==> src/rtl/svb_pkg.sv <==
// ----------------------------------------------------------------------------
// svb_pkg: shared types and helpers for the velocity boundary block
// Value width, cell class codes, side kind codes, register indexes,
// request/result/register bundles and the saturating arithmetic helpers.
// ----------------------------------------------------------------------------
`timescale 1ns / 1ps

package svb_pkg;

   localparam int VALUE_BITS    = 32;
   localparam int FLAG_BITS     = 5;
   localparam int KIND_BITS     = 3;
   localparam int KINDS_BITS    = 12;
   localparam int CSR_ADDR_BITS = 3;

   typedef logic signed [VALUE_BITS-1:0] value_type;
   typedef logic [FLAG_BITS-1:0]         flags_type;
   typedef logic [KIND_BITS-1:0]         kind_type;
   typedef logic [CSR_ADDR_BITS-1:0]     csr_addr_type;

   localparam value_type VALUE_MAX = {1'b0, {(VALUE_BITS-1){1'b1}}};
   localparam value_type VALUE_MIN = {1'b1, {(VALUE_BITS-1){1'b0}}};
   localparam value_type VALUE_ZERO = '0;

   // cell class bits
   localparam int FLUID_BIT = 4;
   localparam int NORTH_BIT = 0;
   localparam int EAST_BIT  = 3;

   // obstacle and domain boundary codes (fluid bit clear)
   localparam flags_type CODE_N      = 5'b00001;
   localparam flags_type CODE_E      = 5'b01000;
   localparam flags_type CODE_S      = 5'b00010;
   localparam flags_type CODE_W      = 5'b00100;
   localparam flags_type CODE_NE     = 5'b01001;
   localparam flags_type CODE_SE     = 5'b01010;
   localparam flags_type CODE_SW     = 5'b00110;
   localparam flags_type CODE_NW     = 5'b00101;
   localparam flags_type CODE_LEFT   = 5'b00111;
   localparam flags_type CODE_RIGHT  = 5'b01011;
   localparam flags_type CODE_BOTTOM = 5'b01110;
   localparam flags_type CODE_TOP    = 5'b01101;

   // side kinds
   localparam kind_type KIND_NOSLIP  = 3'd1;
   localparam kind_type KIND_SLIP    = 3'd2;
   localparam kind_type KIND_OUTFLOW = 3'd3;
   localparam kind_type KIND_INFLOW  = 3'd4;

   localparam int KIND_LEFT_LSB   = 0;
   localparam int KIND_RIGHT_LSB  = 3;
   localparam int KIND_BOTTOM_LSB = 6;
   localparam int KIND_TOP_LSB    = 9;

   // register indexes
   localparam csr_addr_type REG_BOUNDARY_KINDS = 3'd0;
   localparam csr_addr_type REG_U_LEFT_WALL    = 3'd1;
   localparam csr_addr_type REG_U_BOTTOM_WALL  = 3'd2;
   localparam csr_addr_type REG_U_TOP_WALL     = 3'd3;
   localparam csr_addr_type REG_V_LEFT_WALL    = 3'd4;
   localparam csr_addr_type REG_V_RIGHT_WALL   = 3'd5;
   localparam csr_addr_type REG_V_BOTTOM_WALL  = 3'd6;

   typedef struct packed {
      flags_type cell_flags;
      value_type mid_u;
      value_type mid_v;
      value_type left_v;
      value_type right_u;
      value_type right_v;
      value_type bottom_u;
      value_type top_u;
      value_type top_v;
   } req_type;

   typedef struct packed {
      value_type new_u;
      value_type new_v;
   } rsp_type;

   typedef struct packed {
      logic [KINDS_BITS-1:0] boundary_kinds;
      value_type             u_left_wall;
      value_type             u_bottom_wall;
      value_type             u_top_wall;
      value_type             v_left_wall;
      value_type             v_right_wall;
      value_type             v_bottom_wall;
   } csr_type;

   // negate, saturating the most negative value to the most positive
   function automatic value_type neg_sat(value_type x);
      if (x == VALUE_MIN) begin
         return VALUE_MAX;
      end
      return -x;
   endfunction

   // 2*w - n computed exactly, then saturated to the value range
   function automatic value_type twice_minus(value_type w, value_type n);
      logic [VALUE_BITS+1:0] t;
      logic [2:0]            top3;
      t    = {w[VALUE_BITS-1], w, 1'b0} - {{2{n[VALUE_BITS-1]}}, n};
      top3 = t[VALUE_BITS+1:VALUE_BITS-1];
      if (top3 == 3'b000 || top3 == 3'b111) begin
         return value_type'(t[VALUE_BITS-1:0]);
      end
      if (t[VALUE_BITS+1]) begin
         return VALUE_MIN;
      end
      return VALUE_MAX;
   endfunction

endpackage

==> src/rtl/staggered_velocity_boundary.sv <==
// ----------------------------------------------------------------------------
// staggered_velocity_boundary: boundary rule for a staggered-grid flow solver
// Throughput: one request per cycle while the result is not stalled; an input
// register and a result register with the rule between them, so a stalled
// result still lets one more request in.
// Reset (synchronous, active high) empties both stages and clears all
// configuration registers to zero. The configuration port is always ready.
// ----------------------------------------------------------------------------
`timescale 1ns / 1ps

module staggered_velocity_boundary (
   input  logic                  clock,
   input  logic                  reset,
   // request channel
   input  logic                  req_valid,
   output logic                  req_stall,
   input  logic [4:0]            req_cell_flags,
   input  svb_pkg::value_type    req_mid_u,
   input  svb_pkg::value_type    req_mid_v,
   input  svb_pkg::value_type    req_left_v,
   input  svb_pkg::value_type    req_right_u,
   input  svb_pkg::value_type    req_right_v,
   input  svb_pkg::value_type    req_bottom_u,
   input  svb_pkg::value_type    req_top_u,
   input  svb_pkg::value_type    req_top_v,
   // result channel
   output logic                  rsp_valid,
   input  logic                  rsp_stall,
   output svb_pkg::value_type    rsp_new_u,
   output svb_pkg::value_type    rsp_new_v,
   // configuration write channel
   input  logic                  csr_valid,
   output logic                  csr_ready,
   input  svb_pkg::csr_addr_type csr_index,
   input  svb_pkg::value_type    csr_wdata
);
   import svb_pkg::*;

   // input stage
   logic    s1_valid_ff;
   logic    s1_valid_in;
   req_type req_ff;
   req_type req_in;

   // result stage
   logic    rsp_valid_ff;
   logic    rsp_valid_in;
   rsp_type rsp_ff;
   rsp_type rsp_in;

   logic    s1_load;
   logic    s2_load;
   logic    req_accept;
   csr_type csr;

   // Configuration: always take writes; the user must write only while the block is idle (not enforced here).
   assign csr_ready = 1'b1;

   svb_csr u_csr (
      .clock    (clock),
      .reset    (reset),
      .wr_en    (csr_valid),
      .wr_index (csr_index),
      .wr_data  (csr_wdata),
      .csr      (csr)
   );

   // Bundle the request fields.
   always_comb begin
      req_in.cell_flags = req_cell_flags;
      req_in.mid_u      = req_mid_u;
      req_in.mid_v      = req_mid_v;
      req_in.left_v     = req_left_v;
      req_in.right_u    = req_right_u;
      req_in.right_v    = req_right_v;
      req_in.bottom_u   = req_bottom_u;
      req_in.top_u      = req_top_u;
      req_in.top_v      = req_top_v;
   end

   // Advance the result stage when it is empty or its result is taken;
   // advance the input stage when it is empty or moves on to the result stage.
   assign s2_load    = !rsp_valid_ff || !rsp_stall;
   assign s1_load    = !s1_valid_ff || s2_load;
   assign req_stall  = !s1_load;
   assign req_accept = req_valid && s1_load;

   assign s1_valid_in  = s1_load ? req_valid : s1_valid_ff;
   assign rsp_valid_in = s2_load ? s1_valid_ff : rsp_valid_ff;

   // Apply the boundary rule to the held request.
   svb_rule u_rule (
      .req (req_ff),
      .csr (csr),
      .rsp (rsp_in)
   );

   always_ff @(posedge clock) begin
      if (reset) begin
         s1_valid_ff  <= 1'b0;
         rsp_valid_ff <= 1'b0;
      end else begin
         s1_valid_ff  <= s1_valid_in;
         rsp_valid_ff <= rsp_valid_in;
      end
   end

   // Payload registers: load on advance, hold otherwise.
   always_ff @(posedge clock) begin
      if (req_accept) begin
         req_ff <= req_in;
      end
      if (s2_load && s1_valid_ff) begin
         rsp_ff <= rsp_in;
      end
   end

   assign rsp_valid = rsp_valid_ff;
   assign rsp_new_u = rsp_ff.new_u;
   assign rsp_new_v = rsp_ff.new_v;

`ifndef SYNTH
   // Stall only when the input stage holds a request that cannot move on.
   a_stall_needs_held: assert property (@(posedge clock) disable iff (reset)
      req_stall |-> s1_valid_ff)
      else $error("request stalled with empty input stage");

   // An accepted request lands in the input stage.
   a_accept_fills_s1: assert property (@(posedge clock) disable iff (reset)
      (req_valid && !req_stall) |=> s1_valid_ff)
      else $error("accepted request lost");

   // A held request that advances produces a result next cycle.
   a_s1_to_rsp: assert property (@(posedge clock) disable iff (reset)
      (s1_valid_ff && s2_load) |=> rsp_valid_ff)
      else $error("request did not reach result stage");

   // Reset empties both stages.
   a_reset_empty: assert property (@(posedge clock)
      reset |=> (!s1_valid_ff && !rsp_valid_ff))
      else $error("pipeline not empty after reset");
`endif

endmodule

==> src/rtl/svb_csr.sv <==
// ----------------------------------------------------------------------------
// svb_csr: configuration registers
// Side kinds and wall/inflow velocities, written one per handshake.
// ----------------------------------------------------------------------------
`timescale 1ns / 1ps

module svb_csr (
   input  logic                 clock,
   input  logic                 reset,
   input  logic                 wr_en,
   input  svb_pkg::csr_addr_type wr_index,
   input  svb_pkg::value_type   wr_data,
   output svb_pkg::csr_type     csr
);
   import svb_pkg::*;

   csr_type csr_ff;
   csr_type csr_in;

   always_comb begin
      csr_in = csr_ff;
      if (wr_en) begin
         unique case (wr_index)
            REG_BOUNDARY_KINDS: csr_in.boundary_kinds = wr_data[KINDS_BITS-1:0];
            REG_U_LEFT_WALL:    csr_in.u_left_wall    = wr_data;
            REG_U_BOTTOM_WALL:  csr_in.u_bottom_wall  = wr_data;
            REG_U_TOP_WALL:     csr_in.u_top_wall     = wr_data;
            REG_V_LEFT_WALL:    csr_in.v_left_wall    = wr_data;
            REG_V_RIGHT_WALL:   csr_in.v_right_wall   = wr_data;
            REG_V_BOTTOM_WALL:  csr_in.v_bottom_wall  = wr_data;
            default: begin
               // drop writes beyond the register list
            end
         endcase
      end
   end

   always_ff @(posedge clock) begin
      if (reset) begin
         csr_ff <= '0;
      end else begin
         csr_ff <= csr_in;
      end
   end

   assign csr = csr_ff;

endmodule

==> src/rtl/svb_rule.sv <==
// ----------------------------------------------------------------------------
// svb_rule: per-cell boundary rule
// Select the new (u, v) from the cell class, the neighbors and the side kind.
// ----------------------------------------------------------------------------
`timescale 1ns / 1ps

module svb_rule (
   input  svb_pkg::req_type req,
   input  svb_pkg::csr_type csr,
   output svb_pkg::rsp_type rsp
);
   import svb_pkg::*;

   kind_type kind_left;
   kind_type kind_right;
   kind_type kind_bottom;
   kind_type kind_top;

   assign kind_left   = csr.boundary_kinds[KIND_LEFT_LSB   +: KIND_BITS];
   assign kind_right  = csr.boundary_kinds[KIND_RIGHT_LSB  +: KIND_BITS];
   assign kind_bottom = csr.boundary_kinds[KIND_BOTTOM_LSB +: KIND_BITS];
   assign kind_top    = csr.boundary_kinds[KIND_TOP_LSB    +: KIND_BITS];

   always_comb begin
      rsp.new_u = req.mid_u;
      rsp.new_v = req.mid_v;
      if (req.cell_flags[FLUID_BIT]) begin
         // fluid next to an obstacle: zero the closed face, north first
         if (!req.cell_flags[NORTH_BIT]) begin
            rsp.new_v = VALUE_ZERO;
         end else if (!req.cell_flags[EAST_BIT]) begin
            rsp.new_u = VALUE_ZERO;
         end
      end else begin
         unique case (req.cell_flags)
            CODE_N: begin
               rsp.new_u = neg_sat(req.top_u);
               rsp.new_v = VALUE_ZERO;
            end
            CODE_E: begin
               rsp.new_u = VALUE_ZERO;
               rsp.new_v = neg_sat(req.right_v);
            end
            CODE_S: begin
               rsp.new_u = neg_sat(req.bottom_u);
            end
            CODE_W: begin
               rsp.new_v = neg_sat(req.left_v);
            end
            CODE_NE: begin
               rsp.new_u = VALUE_ZERO;
               rsp.new_v = VALUE_ZERO;
            end
            CODE_SE: begin
               rsp.new_u = VALUE_ZERO;
               rsp.new_v = neg_sat(req.right_v);
            end
            CODE_SW: begin
               rsp.new_u = neg_sat(req.bottom_u);
               rsp.new_v = neg_sat(req.left_v);
            end
            CODE_NW: begin
               rsp.new_u = neg_sat(req.top_u);
               rsp.new_v = VALUE_ZERO;
            end
            CODE_LEFT: begin
               case (kind_left)
                  KIND_NOSLIP: begin
                     rsp.new_u = VALUE_ZERO;
                     rsp.new_v = neg_sat(req.right_v);
                  end
                  KIND_SLIP: begin
                     rsp.new_u = VALUE_ZERO;
                     rsp.new_v = req.right_v;
                  end
                  KIND_OUTFLOW: begin
                     rsp.new_u = req.right_u;
                     rsp.new_v = req.right_v;
                  end
                  KIND_INFLOW: begin
                     rsp.new_u = csr.u_left_wall;
                     rsp.new_v = twice_minus(csr.v_left_wall, req.right_v);
                  end
                  default: begin
                  end
               endcase
            end
            CODE_RIGHT: begin
               case (kind_right) inside
                  KIND_NOSLIP:              rsp.new_v = neg_sat(req.left_v);
                  KIND_SLIP, KIND_OUTFLOW:  rsp.new_v = req.left_v;
                  KIND_INFLOW:              rsp.new_v = twice_minus(csr.v_right_wall,
                                                                    req.left_v);
                  default: begin
                  end
               endcase
            end
            CODE_BOTTOM: begin
               case (kind_bottom)
                  KIND_NOSLIP: begin
                     rsp.new_u = neg_sat(req.top_u);
                     rsp.new_v = VALUE_ZERO;
                  end
                  KIND_SLIP: begin
                     rsp.new_u = req.top_u;
                     rsp.new_v = VALUE_ZERO;
                  end
                  KIND_OUTFLOW: begin
                     rsp.new_u = req.top_u;
                     rsp.new_v = req.top_v;
                  end
                  KIND_INFLOW: begin
                     rsp.new_u = twice_minus(csr.u_bottom_wall, req.top_u);
                     rsp.new_v = csr.v_bottom_wall;
                  end
                  default: begin
                  end
               endcase
            end
            CODE_TOP: begin
               case (kind_top) inside
                  KIND_NOSLIP, KIND_INFLOW: rsp.new_u = twice_minus(csr.u_top_wall,
                                                                    req.bottom_u);
                  KIND_SLIP, KIND_OUTFLOW:  rsp.new_u = req.bottom_u;
                  default: begin
                  end
               endcase
            end
            default: begin
               // unlisted class: keep the middle values
            end
         endcase
      end
   end

endmodule
==> config.mk <==
export PLATFORM = sky130hd
export DESIGN_NAME = staggered_velocity_boundary
export DESIGN_NICKNAME = d
export VERILOG_FILES = /design/src/rtl/svb_pkg.sv /design/src/rtl/staggered_velocity_boundary.sv /design/src/rtl/svb_csr.sv /design/src/rtl/svb_rule.sv
export SDC_FILE = /design/constraint.sdc
export NUM_CORES = 2
export LEC_CHECK = 0
export BUFFER_PORTS_ARGS = -buffer_cell sky130_fd_sc_hd__buf_2
export CAP_MARGIN = 10
export CORE_MARGIN = 8
export CORE_UTILIZATION = 50
export CTS_CLUSTER_DIAMETER = 50
export DETAILED_ROUTE_END_ITERATION = 6
export GPL_TIMING_DRIVEN = 0
export MAX_ROUTING_LAYER = met4
export PLACE_DENSITY = 0.69
export RECOVER_POWER = 50
export SETUP_SLACK_MARGIN = 0.2
export SYNTH_ARGS = -nofsm -noshare
export SYNTH_HDL_FRONTEND = slang
export SYNTH_SLANG_ARGS = --single-unit
export TNS_END_PERCENT = 30
==> constraint.sdc <==
create_clock -name clock -period 17.2 [get_ports clock]
set_clock_uncertainty 0.1 [all_clocks]
set_input_delay 1.72 -clock clock [delete_from_list [all_inputs] [get_ports clock]]
set_output_delay 1.72 -clock clock [all_outputs]
set_load 0.03 [all_outputs]
# After elaboration in Yosys (flattened, before gate mapping)
# Cells that the tools add are included.
# word_totals
ram_bits	0
register_bits	531
n_memories	0
latch_bits	0
out_inout_bits	67
mem_bits_ro	0
# op_classes
muxes	113
n_addsub	8
bitwise_logic	0
shifts	0
n_mul	0
order_cmp	0
n_eq_ne	42
div_mod_pow	0
n_reduce_logical	29
# op_table
operator	count
2-to-1 mux 32 bit	39
case mux 32 bit (8 select lines)	2
case mux 64 bit (4 select lines)	2
subtractor 33 x 32 -> 34 bit	4
== test 32 bit, second input constant	4
negator 32 bit	4
2-to-1 mux 1 bit	69
2-to-1 mux 64 bit	1
== test 3 bit, second input constant	11
== test 3 x 2 -> 1 bit, second input constant	10
== test 5 x 4 -> 1 bit, second input constant	6
== test 5 x 3 -> 1 bit, second input constant	4
== test 3 x 1 -> 1 bit, second input constant	5
zero test 3 bit	5
AND reduction 2 bit	7
logical OR 1 bit	6
OR reduction 2 bit	3
OR reduction 3 bit	2
== test 5 x 1 -> 1 bit, second input constant	1
== test 5 x 2 -> 1 bit, second input constant	1
zero test 1 bit	4
logical AND 1 bit	2

# Depth between registers and ports, before layout
# depth
word_depth	22
ltp_mapped	17

# Hierarchy
# From an unflattened synthesis, not the netlist that was laid out.
# hier_totals
hier_cells	4264
area_unflattened_um2	37475.9
# modules_own_cells
module	cells_each	instances	seq_area_each_um2	area_per_inst_um2
svb_rule	3223	1	0.0	19673.9
staggered_velocity_boundary	337	1	9799.4	9857.0
svb_csr	704	1	4083.9	7945.1

# Worst setup path before layout
# OpenSTA, ideal clock, no wires.
# synth_timing
path_type	in2reg
from	input rsp_stall
to	register req_ff[0] in the netlist's numbering, enable pin
setup_ps	913
t_arrival_ps	13432
path_buffers	0
stages	2
path_slack_ps	2756
path_cell_list	and3_1 > nor2b_1
# synth_between
elab_chain_cells	4
# synth_lines
item	line	text
start, declared	staggered_velocity_boundary.sv:28	input logic rsp_stall,
zero test 1 bit	staggered_velocity_boundary.sv:83	assign s2_load = !rsp_valid_ff || !rsp_stall;
logical OR 1 bit	staggered_velocity_boundary.sv:83	
logical OR 1 bit	staggered_velocity_boundary.sv:84	assign s1_load = !s1_valid_ff || s2_load;
logical AND 1 bit	staggered_velocity_boundary.sv:86	assign req_accept = req_valid && s1_load;
net req_accept	staggered_velocity_boundary.sv:53	logic req_accept;
end signal, assigned	staggered_velocity_boundary.sv:111	req_ff <= req_in;
end, declared	staggered_velocity_boundary.sv:42	req_type req_ff;
# The timed path passes the listed nets, and every way through them passes these cells.
# A chain may end at the register's enable or synchronous reset.

==> reports/qor.csv <==
metric;value;unit
status;finished, violations left;
violations;max-capacitance violations, max-slew violations;
seq_area_frac_synth;38.3;%
synthMuxAreaShare;2.22;%
port_buffers;365;
routed_wirelength;190;mm
powerDensity;84.9;mW/mm^2
switching_share;31.8;%
hold_buffers;0;
grt_pass1_wl;265;mm
post-route-period-util;34.0;%
critical_path_arrival;6050;ps
drive_above_1_share;13.0;%
syn_area;0.0362;mm^2
initial_core_util;50.6;%
yosysWarningCount;0;
std_cell_rows;98;
hold_ws;356;ps
final_nets;5283;
fin_crit;5850;ps
combinationalPowerShare;16.8;%
cts.sinks;531;
die_h;285;um
crit_family;compound AO/OA/AOI/OAI gates;
async_flop_share;0;%
hpwl;146;mm
synthSimpleGateAreaFrac;17.8;%
antenna_found_initial;12;
crit_path_max_incr_delay;600;ps
vdd_ir_drop_max;0.0875;mV
rsz0062_at_grt;no;
place_congestion;1.16;
cp_cell_sequence;inv_1 > ha_1 > nor2b_1 > o31a_1 > o211ai_1 > a211oi_1 > o21ai_1 > o21ai_2 > xnor2_1 > nor2_1 > a32oi_1 > clkbuf_1 > a21oi_1 > o21ai_0 > buf_4 > o211ai_1;
detail_route.wl_per_cell;32.4;um
synth_compound_area_share;27.0;%
stdcell_count;5867;
synth_fp_nets;4829;
maxCapViolCount;9;
synth_area_per_cell;8.25;um^2
synth.distinct_cells;103;
clkTransAtPathRegs;60;ps
p_sw;1130;uW
synth_top_family_by_area;compound AO/OA/AOI/OAI gates;
tritoncts;built;
grt_pass1_vias;36954;
area_growth_syn_to_layout;15.2;%
start_kind;flip-flop;
clock_latency;640;ps
slew_headroom;-60.5;%
io_pins;368;
track_usage;45.9;%
drt_iter0_markers;6254;
synth_flop_cell;edfxtp_1;
synth_xor_area_share;4.86;%
ant_nets;0;
ctsLongestPathBuffers;3;
crit_fanout;10;
vias_per_cell;6.81;
crit_path_frequent_cell;o211ai_1;
final_core_util;58.3;%
synthAdderAreaFrac;4.81;%
report.final.slew_viol_count;241;
cts-root-buf;clkbuf_16;
syn_inst;4392;
cts_made_buffers;68;
leakage;0.0155;uW
required;17410;ps
worst-path-buf-inv;3;
seqPwrFrac;42.3;%
clkPwrFrac;40.8;%
synth_edf_count;325;
ys_ff_latch;531;
total_power;3540;uW
ctsResizeCount;0;
die_w;285;um
remaining_drc_errors;0;
dp.cells;5720;
crit_path_end_kind;flip-flop;
num_vias;39969;
intPower;2410;uW
critical_path_class;reg2reg;
hold_viol_final;0;
worstHoldPathType;reg2reg;
htree_num_levels;3;
grt_overflow;0;
dieArea;0.0813;mm^2
grt_max_degree;38;
fmaxAchievable;171;MHz
tightest_slew;2390;ps
tns;0;ps
core_region_area;0.0716;mm^2
post-cts-setup-buffer-count;0;
setup_viol;0;
drtPass1Iterations;7;
cpMaxStageDelayCell;a32oi_1;
## Yosys cell counts (10+ instances only)
cell type / instances / area, um^2
a2111oi_0: 13 / 114
a211o_1: 10 / 87.6
a211oi_1: 40 / 300
a21o_1: 45 / 338
a21oi_1: 578 / 2890
a221o_1: 14 / 140
a221oi_1: 17 / 149
a222oi_1: 62 / 621
a22o_1: 61 / 534
a31oi_1: 56 / 350
and2_1: 27 / 169
and3_1: 21 / 131
buf_1: 24 / 90.1
buf_2: 26 / 130
clkbuf_1: 236 / 886
dfxtp_1: 206 / 4120
edfxtp_1: 325 / 9760
ha_1: 132 / 1650
inv_1: 170 / 638
mux2_2: 60 / 676
mux2i_1: 13 / 130
nand2_1: 696 / 2610
nand2b_1: 21 / 131
nand3_1: 84 / 420
nand4_1: 29 / 181
nor2_1: 293 / 1100
nor2b_1: 30 / 188
nor3_1: 109 / 546
nor4_1: 29 / 181
o2111ai_1: 16 / 140
o211ai_1: 35 / 263
o21a_1: 24 / 180
o21ai_0: 332 / 1660
o21ai_1: 12 / 60.1
o21bai_1: 17 / 128
o221ai_1: 71 / 622
o22ai_1: 43 / 269
o31ai_1: 14 / 105
or2_2: 11 / 68.8
or3_1: 32 / 200
or4_1: 10 / 75.1
xnor2_1: 148 / 1300
xor2_1: 51 / 447
## final cells by class
| type | count | area [um^2] |
|---|---|---|
| Antenna cell | 15 | 37.5 |
| Buffer | 292 | 1150 |
| Clock buffer | 81 | 1770 |
| Clock inverter | 45 | 510 |
| Fill cell | 6661 | 29900 |
| Inverter | 173 | 649 |
| Multi-Input combinational cell | 3396 | 20600 |
| Sequential cell | 531 | 13900 |
| Tap cell | 950 | 1190 |
| Timing Repair Buffer | 384 | 1970 |
## worst min-delay path, cell delays in order, from the launching register on
cell and delay, ps:
dfxtp_1 310, nand2_1 50, a21oi_1 50
## sequential cells by signal, summed over array words and instances (netlist names)
signal / flops
rsp_new_v: 32
rsp_valid: 1
rsp_new_u: 32
u_csr.csr: 204
req_ff: 261
s1_valid_ff: 1
## kinds of logic after synthesis
family,count (synthesis)
AOI/OAI and AO/OA,1549
and+or+nand+nor,1436
DFF,531
buffers and inverters,465
xor gates and xnor gates,200
adders and majority gates,137
muxes,73
other,1
## power groups by stage
stage	combinational (uW)	sequential, uW	clock (uW)
global route	618	1500	1500
floorplan	310	1510	0
detailed placement	563	1520	0
global placement	553	1540	0
CTS	568	1490	1450
finish	596	1500	1450
## placed cells by master (no fill, tap or decap), drive strengths merged, types with 15 or more instances in the layout
cell       n
clkbuf   342
dfxtp    206
a2111oi   15
a21o      45
nor4      33
nand3     86
nand2    700
o31ai     15
a211oi    42
nor3     114
xnor2    149
ha       132
xor2      51
nor2b     30
o2111ai   16
o211ai    35
a222oi    62
or3       33
o21ai    349
o21a      26
and2      29
a22o      61
inv      189
nand2b    21
mux2      60
nand4     29
buf      414
and3      22
o21bai    17
o22ai     44
edfxtp   325
a21oi    579
a31oi     56
nor2     296
diode     15
o221ai    71
a221oi    18
clkinv    22
## layer usage
layer,share of wire (%),vias to the layer above,track usage (%)
met5,0,-,-
met4,10,0,36.7
met3,12,851,12.9
met2,42,3190,65.3
met1,36,18713,54.0
li1,-,17215,-
## stage by stage
stage               setup WS, ps  instance area [um^2]
global route               11400                 41700
finish                     11350                 41700
detailed placement         11590                 39500
CTS                        11570                 41800
floorplan                   2760                 36200
global placement           -1930                 39200
## worst paths after layout
check	start	end	slack [ps]	depth (start not counted)
worst max-delay path	req_ff[98]	rsp_new_v[5]	11350	16
worst min-delay path	u_csr.csr[164]	u_csr.csr[164]	360	2
worst max register to register	req_ff[98]	rsp_new_v[5]	11350	16
worst min register to register	u_csr.csr[164]	u_csr.csr[164]	360	2
(Power assumes the default switching activity.)
